===== src/design/mtb_pkg.sv =====
package mtb_pkg;

	localparam int NUM_TIMERS = 16;
	localparam int TIMER_W    = (NUM_TIMERS > 1) ? $clog2(NUM_TIMERS) : 1;
	localparam int ID_W       = 4;

	localparam logic [15:0] INACTIVE = 16'hFFFF;

	localparam logic [2:0] REQ_TICK       = 3'd0;
	localparam logic [2:0] REQ_CREATE     = 3'd1;
	localparam logic [2:0] REQ_KILL       = 3'd2;
	localparam logic [2:0] REQ_SERVICE    = 3'd3;
	localparam logic [2:0] REQ_QUERY      = 3'd4;
	localparam logic [2:0] REQ_ELAPSED    = 3'd5;
	localparam logic [2:0] REQ_RESERVED_A = 3'd6;
	localparam logic [2:0] REQ_RESERVED_B = 3'd7;

	localparam logic [1:0] CFG_TASK_MAP  = 2'd0;
	localparam logic [1:0] CFG_POLL_DIV  = 2'd1;
	localparam logic [1:0] CFG_TICK_INCR = 2'd2;

	localparam logic [7:0] MODE_PERIODIC = 8'd0;
	localparam logic [7:0] MODE_ONE_SHOT = 8'd1;

	typedef struct packed {
		logic [2:0]  req_type;
		logic [3:0]  timer_sel;
		logic [15:0] period;
		logic [7:0]  repeat_mode;
		logic [15:0] timer_param;
		logic [3:0]  task_id;
		logic [15:0] since_tick;
		logic [15:0] duration;
	} mtb_in_t;

	typedef struct packed {
		logic        fired;
		logic [3:0]  fired_timer;
		logic [15:0] fired_param;
		logic        timer_active;
		logic        time_passed;
		logic [15:0] system_tick;
		logic        last;
	} mtb_out_t;

	typedef struct packed {
		logic capture;
		logic execute;
		logic scan_step;
		logic emit;
	} mtb_cmd_t;

	typedef struct packed {
		logic scan_req;
		logic scan_done;
		logic out_free;
	} mtb_stat_t;

endpackage


===== src/design/mtb_ctrl.sv =====
module mtb_ctrl import mtb_pkg::*; (
	input  logic      clk,
	input  logic      arst_n,
	input  logic      in_valid,
	output logic      in_stall,
	input  mtb_stat_t stat,
	output mtb_cmd_t  cmd
);

	localparam logic [1:0] ST_IDLE = 2'd0;
	localparam logic [1:0] ST_EXEC = 2'd1;
	localparam logic [1:0] ST_SCAN = 2'd2;
	localparam logic [1:0] ST_EMIT = 2'd3;

	logic [1:0] state_q;
	logic [1:0] state_d;

	always_comb begin
		state_d = state_q;
		case (state_q)
			ST_IDLE: begin
				if (in_valid) state_d = ST_EXEC;
			end
			ST_EXEC: begin
				state_d = stat.scan_req ? ST_SCAN : ST_EMIT;
			end
			ST_SCAN: begin
				if (stat.scan_done) state_d = ST_EMIT;
			end
			ST_EMIT: begin
				if (stat.out_free) state_d = ST_IDLE;
			end
			default: begin
				state_d = ST_IDLE;
			end
		endcase
	end

	always_ff @(posedge clk or negedge arst_n) begin
		if (!arst_n) begin
			state_q <= ST_IDLE;
		end else begin
			state_q <= state_d;
		end
	end

	assign in_stall      = (state_q != ST_IDLE);
	assign cmd.capture   = (state_q == ST_IDLE) && in_valid;
	assign cmd.execute   = (state_q == ST_EXEC);
	assign cmd.scan_step = (state_q == ST_SCAN);
	assign cmd.emit      = (state_q == ST_EMIT);

endmodule


===== src/design/mtb_datapath.sv =====
module mtb_datapath import mtb_pkg::*; (
	input  logic        clk,
	input  logic        arst_n,
	input  mtb_in_t     in_data,
	input  logic        cfg_we,
	input  logic [1:0]  cfg_index,
	input  logic [63:0] cfg_data,
	input  mtb_cmd_t    cmd,
	output mtb_stat_t   stat,
	output logic        out_valid,
	input  logic        out_stall,
	output mtb_out_t    out_data
);

	logic [15:0] countdown_q    [NUM_TIMERS];
	logic [15:0] reload_q       [NUM_TIMERS];
	logic        has_reload_q   [NUM_TIMERS];
	logic [7:0]  mode_q         [NUM_TIMERS];
	logic [7:0]  runs_left_q    [NUM_TIMERS];
	logic [15:0] param_q        [NUM_TIMERS];

	logic [63:0]        task_map_q;
	logic [7:0]         poll_div_q;
	logic [7:0]         tick_incr_q;
	logic [7:0]         poll_count_q;
	logic [15:0]        tick_now_q;
	logic               step_q;
	mtb_in_t            req_q;
	logic [TIMER_W-1:0] scan_idx_q;
	logic               pend_valid_q;
	logic [3:0]         pend_id_q;
	logic [15:0]        pend_param_q;
	logic               out_valid_q;
	mtb_out_t           out_q;

	logic [TIMER_W-1:0] id_idx;
	logic               id_ok;
	logic [TIMER_W-1:0] rd_idx;
	logic [15:0]        cur_cd;
	logic [3:0]         owner;
	logic               is_tick;
	logic               is_serv;
	logic               fire;
	logic               hold;
	logic               fire_go;
	logic               out_free;
	logic               scan_last;
	logic [7:0]         poll_next;
	logic [15:0]        create_period;
	logic [7:0]         runs_next;
	logic [15:0]        fire_cd;
	logic [16:0]        span;
	logic               passed;
	logic               active;
	logic               final_load;

	assign id_idx  = req_q.timer_sel[TIMER_W-1:0];
	assign id_ok   = {1'b0, req_q.timer_sel} < (ID_W + 1)'(NUM_TIMERS);
	assign rd_idx  = cmd.scan_step ? scan_idx_q : id_idx;
	assign cur_cd  = countdown_q[rd_idx];
	assign owner   = task_map_q[{scan_idx_q, 2'b00} +: 4];
	assign is_tick = (req_q.req_type == REQ_TICK);
	assign is_serv = (req_q.req_type == REQ_SERVICE);

	assign out_free  = !out_valid_q || !out_stall;
	assign fire      = cmd.scan_step && is_serv && (owner == req_q.task_id) && (cur_cd == 16'd0);
	assign hold      = fire && pend_valid_q && !out_free;
	assign fire_go   = fire && !hold;
	assign scan_last = (scan_idx_q == TIMER_W'(NUM_TIMERS - 1));

	assign stat.scan_req  = is_tick || is_serv;
	assign stat.scan_done = scan_last && !hold;
	assign stat.out_free  = out_free;

	assign poll_next     = poll_count_q + 8'd1;
	assign create_period = (req_q.period == INACTIVE) ? (INACTIVE - 16'd1) : req_q.period;
	assign runs_next     = runs_left_q[scan_idx_q] - 8'd1;

	always_comb begin
		if (!has_reload_q[scan_idx_q]) begin
			fire_cd = INACTIVE;
		end else if (mode_q[scan_idx_q] == MODE_PERIODIC) begin
			fire_cd = reload_q[scan_idx_q];
		end else begin
			fire_cd = (runs_next != 8'd0) ? reload_q[scan_idx_q] : INACTIVE;
		end
	end

	always_comb begin
		if (req_q.since_tick > tick_now_q) begin
			span = (17'd65535 - {1'b0, req_q.since_tick}) + {1'b0, tick_now_q};
		end else begin
			span = {1'b0, tick_now_q} - {1'b0, req_q.since_tick};
		end
	end

	assign passed     = (req_q.req_type == REQ_ELAPSED) && (span > {1'b0, req_q.duration});
	assign active     = (req_q.req_type == REQ_QUERY) && id_ok && (cur_cd != INACTIVE);
	assign final_load = cmd.emit && out_free;

	always_ff @(posedge clk) begin
		if (cmd.capture) begin
			req_q <= in_data;
		end
	end

	always_ff @(posedge clk or negedge arst_n) begin
		if (!arst_n) begin
			task_map_q  <= 64'd0;
			poll_div_q  <= 8'd1;
			tick_incr_q <= 8'd1;
		end else if (cfg_we) begin
			case (cfg_index)
				CFG_TASK_MAP:  task_map_q  <= cfg_data;
				CFG_POLL_DIV:  poll_div_q  <= cfg_data[7:0];
				CFG_TICK_INCR: tick_incr_q <= cfg_data[7:0];
				default: begin
				end
			endcase
		end
	end

	always_ff @(posedge clk or negedge arst_n) begin
		if (!arst_n) begin
			poll_count_q <= 8'd0;
			tick_now_q   <= 16'd0;
			step_q       <= 1'b0;
			scan_idx_q   <= '0;
			pend_valid_q <= 1'b0;
			pend_id_q    <= 4'd0;
			pend_param_q <= 16'd0;
		end else if (cmd.execute) begin
			scan_idx_q   <= '0;
			pend_valid_q <= 1'b0;
			pend_id_q    <= 4'd0;
			pend_param_q <= 16'd0;
			if (is_tick) begin
				tick_now_q <= tick_now_q + {8'd0, tick_incr_q};
				if (poll_next >= poll_div_q) begin
					poll_count_q <= 8'd0;
					step_q       <= 1'b1;
				end else begin
					poll_count_q <= poll_next;
					step_q       <= 1'b0;
				end
			end
		end else if (cmd.scan_step && !hold) begin
			scan_idx_q <= scan_idx_q + TIMER_W'(1);
			if (fire_go) begin
				pend_valid_q <= 1'b1;
				pend_id_q    <= ID_W'(scan_idx_q);
				pend_param_q <= param_q[scan_idx_q];
			end
		end
	end

	always_ff @(posedge clk or negedge arst_n) begin
		if (!arst_n) begin
			for (int i = 0; i < NUM_TIMERS; i++) begin
				countdown_q[i]  <= INACTIVE;
				reload_q[i]     <= 16'd0;
				has_reload_q[i] <= 1'b0;
				mode_q[i]       <= 8'd0;
				runs_left_q[i]  <= 8'd0;
				param_q[i]      <= 16'd0;
			end
		end else if (cmd.execute && id_ok && (req_q.req_type == REQ_CREATE)) begin
			countdown_q[id_idx] <= create_period;
			mode_q[id_idx]      <= req_q.repeat_mode;
			runs_left_q[id_idx] <= req_q.repeat_mode;
			param_q[id_idx]     <= req_q.timer_param;
			if (req_q.repeat_mode == MODE_ONE_SHOT) begin
				has_reload_q[id_idx] <= 1'b0;
				reload_q[id_idx]     <= 16'd0;
			end else begin
				has_reload_q[id_idx] <= 1'b1;
				reload_q[id_idx]     <= create_period;
			end
		end else if (cmd.execute && id_ok && (req_q.req_type == REQ_KILL)) begin
			countdown_q[id_idx]  <= INACTIVE;
			has_reload_q[id_idx] <= 1'b0;
			param_q[id_idx]      <= 16'd0;
		end else if (cmd.scan_step && is_tick && step_q) begin
			if ((cur_cd != INACTIVE) && (cur_cd != 16'd0)) begin
				countdown_q[scan_idx_q] <= cur_cd - 16'd1;
			end
		end else if (fire_go) begin
			countdown_q[scan_idx_q] <= fire_cd;
			if (has_reload_q[scan_idx_q] && (mode_q[scan_idx_q] != MODE_PERIODIC)) begin
				runs_left_q[scan_idx_q] <= runs_next;
			end
		end
	end

	always_ff @(posedge clk or negedge arst_n) begin
		if (!arst_n) begin
			out_valid_q <= 1'b0;
		end else if ((fire_go && pend_valid_q) || final_load) begin
			out_valid_q <= 1'b1;
		end else if (!out_stall) begin
			out_valid_q <= 1'b0;
		end
	end

	always_ff @(posedge clk) begin
		if (fire_go && pend_valid_q) begin
			out_q.fired        <= 1'b1;
			out_q.fired_timer  <= pend_id_q;
			out_q.fired_param  <= pend_param_q;
			out_q.timer_active <= 1'b0;
			out_q.time_passed  <= 1'b0;
			out_q.system_tick  <= tick_now_q;
			out_q.last         <= 1'b0;
		end else if (final_load) begin
			out_q.fired        <= pend_valid_q;
			out_q.fired_timer  <= pend_id_q;
			out_q.fired_param  <= pend_param_q;
			out_q.timer_active <= active;
			out_q.time_passed  <= passed;
			out_q.system_tick  <= tick_now_q;
			out_q.last         <= 1'b1;
		end
	end

	assign out_valid = out_valid_q;
	assign out_data  = out_q;

endmodule


===== src/design/multi_timer_bank_top.sv =====
// Tick and service words scan all timers one per cycle while the scan is not held: the final result
// word is loaded in the emit state once the output is free, and the next word is taken back in idle.
// Service holds the scan while an earlier fired result waits on a stalled output.
// Other requests go from execute straight to emit; no new word is taken until their result is loaded.
// Reset makes every timer inactive and clears the system tick and the poll count.
module multi_timer_bank_top import mtb_pkg::*; (
	input  logic        clk,
	input  logic        arst_n,
	input  logic        in_valid,
	output logic        in_stall,
	input  mtb_in_t     in_data,
	output logic        out_valid,
	input  logic        out_stall,
	output mtb_out_t    out_data,
	input  logic        cfg_we,
	input  logic [1:0]  cfg_index,
	input  logic [63:0] cfg_data
);

	mtb_cmd_t  cmd;
	mtb_stat_t stat;

	mtb_ctrl u_ctrl (
		.clk      (clk),
		.arst_n   (arst_n),
		.in_valid (in_valid),
		.in_stall (in_stall),
		.stat     (stat),
		.cmd      (cmd)
	);

	mtb_datapath u_datapath (
		.clk       (clk),
		.arst_n    (arst_n),
		.in_data   (in_data),
		.cfg_we    (cfg_we),
		.cfg_index (cfg_index),
		.cfg_data  (cfg_data),
		.cmd       (cmd),
		.stat      (stat),
		.out_valid (out_valid),
		.out_stall (out_stall),
		.out_data  (out_data)
	);

`ifndef SYNTHESIS
	a_busy_after_accept: assert property (@(posedge clk) disable iff (!arst_n)
		(in_valid && !in_stall) |=> in_stall)
		else $error("input taken while a word is still in work");

	a_cmd_onehot: assert property (@(posedge clk) disable iff (!arst_n)
		$onehot0({cmd.capture, cmd.execute, cmd.scan_step, cmd.emit}))
		else $error("controller issued more than one command");

	a_final_word: assert property (@(posedge clk) disable iff (!arst_n)
		(cmd.emit && stat.out_free) |=> (out_valid && out_data.last))
		else $error("final result word not presented with last set");
`endif

endmodule


===== config.mk =====
export PLATFORM = sky130hd
export DESIGN_NAME = multi_timer_bank_top
export DESIGN_NICKNAME = d
export VERILOG_FILES = /design/src/design/mtb_pkg.sv /design/src/design/mtb_ctrl.sv /design/src/design/mtb_datapath.sv /design/src/design/multi_timer_bank_top.sv
export SDC_FILE = /design/constraint.sdc
export NUM_CORES = 2
export LEC_CHECK = 0
export BUFFER_PORTS_ARGS = -buffer_cell sky130_fd_sc_hd__buf_2
export CAP_MARGIN = 25
export CORE_ASPECT_RATIO = 1.2
export CORE_MARGIN = 4
export CORE_UTILIZATION = 56
export DETAILED_ROUTE_END_ITERATION = 7
export GPL_ROUTABILITY_DRIVEN = 0
export MAX_ROUTING_LAYER = met4
export PLACE_DENSITY = 0.73
export SYNTH_ARGS = -nofsm -noshare
export SYNTH_HDL_FRONTEND = slang
export SYNTH_SLANG_ARGS = --single-unit

===== constraint.sdc =====
create_clock -name clk -period 8.2 [get_ports clk]
set_input_delay 0.41 -clock clk [delete_from_list [all_inputs] [get_ports clk]]
set_output_delay 0.41 -clock clk [all_outputs]
set_load 0.02 [all_outputs]

==> impl_results.md <==
- Largest net degree at the start of global routing: 183
- Origin of the critical flop-to-flop path: u_ctrl.state_q[0]
- Async set-reset flop share out of synthesis: a little over 90%
- Worst path top cell family by delay: simple AND/OR/NAND/NOR gates
- Routed Wire Length: 215 mm
- Reg2reg setup slack: approximately 1.7 ns
- TNS Setup: 0 ns
- # clock sinks: about 1300
- Leak pwr: ~31 nW
- Synth warn: 0
- Startpoint types: flip-flop
- Worst hold start: cfg_index[0]
- DRC Markers: 0
- Initial DRC Count: approximately 7000
- H-Tree Level Count: 4
- CTS clk-pin slew, worst paths: 0.07 ns
- Vias in the first global route: between 50000 and 60000
- Antenna violations before repair: 13
- Worst-margin pin slew: between 1 and 1.5 ns
- Reg power frac: between 40% and 50%
- Crit path kind: reg -> reg
- Max-slew headroom: 22.2%
- Final antenna-violating net count: 0
- CTS Root Cell: clkbuf_16
- Part of the power in the clock network: between 20% and 30%
- DIE AREA: 0.119 mm^2
- Largest stage delay, worst path: between 0.8 and 0.9 ns
- Setup violations, final: 0
- Crit path buf inv count: 5
- Fraction of the yosys area taken by sequential cells: about 52%
- Drt via density: approximately 7
- Internal: about 14 mW
- Cells after Synth: between 5000 and 6000
- MaxCap Viol Count: 0
- Final period utilization: roughly four fifths
- Longest Clk Path Bufs: 3
- Chip width: roughly 320 um
- Worst Path Required: 8.89 ns
- Cell Area, Synth: 0.0636 mm^2
- Top cells by area, synth: dfrtp_1 36%, dfstp_2 11%, mux4_2 9.0%
- Synthesis-to-finish area growth: 13.1%
- Power per standard cell area: 296 mW/mm^2
- Layout Skew: ~0.029 ns
- Tmin final: 6.53 ns
- Largest area contributor in the netlist: dfrtp_1
- R2R Path End: u_datapath.countdown_q[33]
- Hold Path Sink: u_datapath.task_map_q[17]
- Critical Path AT: around 7.2 ns
- All-Layer GR Usage: a little under two fifths
- Post-Syn Nets: approximately 6100
- Outcome: finished, final reports clean
- CP Launch Point: u_ctrl.state_q[0]
- Yosys cell types: 91
- TritonCTS buffer count: approximately 130
- Fmax: between 0.15 and 0.2 GHz
- CTS tree: built
- Layout Nets: 6195
- DR pass1 iterations: 6
- Final Max Slew Viols: 0
- First-pass GRT wire length: 324 mm
- Post-DP HPWL: roughly 140 mm
- DP Cell Count: 7189
- Row count: around 140
- Post-synth top cells: 934 x nand2_1, 915 x dfrtp_1, 471 x nor2_1
- Combinational fraction of design power: just under 30%
- Sw Share: a little over a third
- Hold path depth: 3
- Critical Path Fanout Max: 34
- Yosys reg bits: between 1000 and 1500
- Routed WL per cell: 28.3 um
- Via count: between 50000 and 60000
- Net switching power: roughly 7.5 mW
- Main synth FF type: dfrtp_1
- Die H: ~380 um
- Post-synth EDFFs: between 100 and 150
- Initial Util: ~56%
- Most common cell in the netlist: nand2_1
- Peak supply drop: 0.198 mV
- RSZ-0062 raised after global routing: false
- CP max stage cell: or2_0
- Syn_area_per_cell: roughly 11 um^2
- Top cell type's share of synthesized area: a little over a third
- CP Cell Sequence: inv_1 > ha_2 > buf_4 > mux2i_4 > buf_12 > buf_4 > mux4_2 > a22oi_1 > nand2_1 > inv_1 > ha_1 > nand3_1 > nor4_1 > nand4b_1 > mux2i_4 > a211oi_4 > or2_0 > a21oi_1 > a2bb2oi_1
- Top-level I/O count: about 200
- Later-pin clock latency in the skew report: 0.79 ns
- Layout cell share with drive strength beyond 1: a little over a fifth
- Final non-filler cell total: approximately 7600
- Crit. End Element: flip-flop
- Core footprint: 0.113 mm^2
- IO Port Bufs: between 150 and 200
- R2R depth: 19
- GRT Residual Overflow: 0
- Hold Path Class: in -> reg
- Final Hold Vio Count: 0
## power by group through the flow
| stage | Clock (mW) | Sequential (mW) | Combinational (mW) |
|---|---|---|---|
| finish | 6.12 | 8.93 | 6.21 |
| global route | 6.43 | 9.02 | 6.61 |
| CTS | 6.15 | 8.86 | 6.02 |
| detailed placement | 0 | 8.95 | 5.93 |
| global placement | 0 | 8.90 | 5.77 |
| floorplan | 0 | 8.56 | 4.17 |
## worst register-to-register path: cells and delay by family (launching register included)
family / cells / cell delay, ns
multiplexers: 3 / 1.28
adder cells (fa/ha/maj): 2 / 0.57
buffers and inverters: 5 / 1.23
flip-flops: 1 / 0.41
AO/OA/AOI/OAI: 4 / 1.27
AND/OR/NAND/NOR: 5 / 1.71
## metrics by stage
step                setup WS, ns  hold WS [ns]  power, mW  utilization, %  area [um^2]
floorplan                   3.22         0.114       12.7               -        63600
global placement            2.00         0.426       14.7            58.2        65700
detailed placement          1.87         0.433       14.9            58.3        65800
CTS                         1.83        0.0711       21.0            63.5        71700
global route                1.31         0.114       22.1            63.7        71900
finish                      1.67         0.126       21.3            63.7        71900
## routing by layer
metal	routed length [um]	vias to the layer above	track usage (%)
met5	0	-	-
met4	17400	0	24.5
met3	26500	1066	11.2
met2	94600	3780	53.7
met1	76800	25800	45.5
li1	-	21500	-
## cell families after synthesis
family                     Yosys count  synth area share (%)
AOI/OAI and AO/OA                 1666                  18.2
xor gates and xnor gates            60                 0.827
adders and majority gates           66                  1.33
buffers and inverters              575                  3.80
DFF                               1296                  52.4
muxes                              417                  11.8
and+or+nand+nor                   1752                  11.6
## final cells by class
type	count	area, um^2
well taps	1507	1890
diodes	14	35.0
clock inverters	54	608
clock buffers	185	3750
flip-flops and latches	1296	33300
fillers	8574	41000
repair buffers	487	3840
inverters	98	368
multi-input cells	3961	28100
## worst max-delay path by stage
stage,end,slack (ns),cells after the start
detailed placement,u_datapath.out_data[2],1.87,16
global placement,u_datapath.countdown_q[47],2.00,19
global route,u_datapath.countdown_q[33],1.31,19
CTS,u_datapath.out_data[29],1.83,16
floorplan,u_datapath.out_data[10],3.22,20
finish,u_datapath.countdown_q[33],1.67,19
## cells in the final DEF, fill, tap and decap left out, types with 133 or more instances in the layout
| cell | n |
|---|---|
| a21oi_1 | 273 |
| mux4_2 | 255 |
| dfstp_2 | 258 |
| buf_2 | 195 |
| clkbuf_16 | 133 |
| nor2_1 | 447 |
| nand2_1 | 927 |
| dfrtp_1 | 911 |
| dlygate4sd3_1 | 148 |
| o21ai_0 | 453 |
| a22o_1 | 370 |
## state kept, by name, summed over array words and instances (netlist names), named ones only
signal and cells:
u_datapath.reload_q 256, u_datapath.poll_div_q 8, u_datapath.out_data 40, u_datapath.out_valid 1
u_datapath.step_q 1, u_datapath.task_map_q 64, u_datapath.tick_incr_q 8, u_datapath.tick_now_q 16
u_datapath.runs_left_q 128, u_datapath.poll_count_q 8, u_datapath.id_idx 4, u_datapath.pend_param_q 16
u_datapath.req_q 79, u_ctrl.state_q 2, u_datapath.pend_id_q 4, u_datapath.pend_valid_q 1
u_datapath.param_q 256, u_datapath.scan_idx_q 4, u_datapath.countdown_q 256, u_datapath.mode_q 128
## timing repair
action | 4_1_cts | 5_1_grt
endpoints found under the hold margin | 212 | 0
setup buffers | 0 | 0
hold buffers | 148 | 0
resized for setup | 0 | 0
No activity file was read; power rests on OpenSTA's default activity.
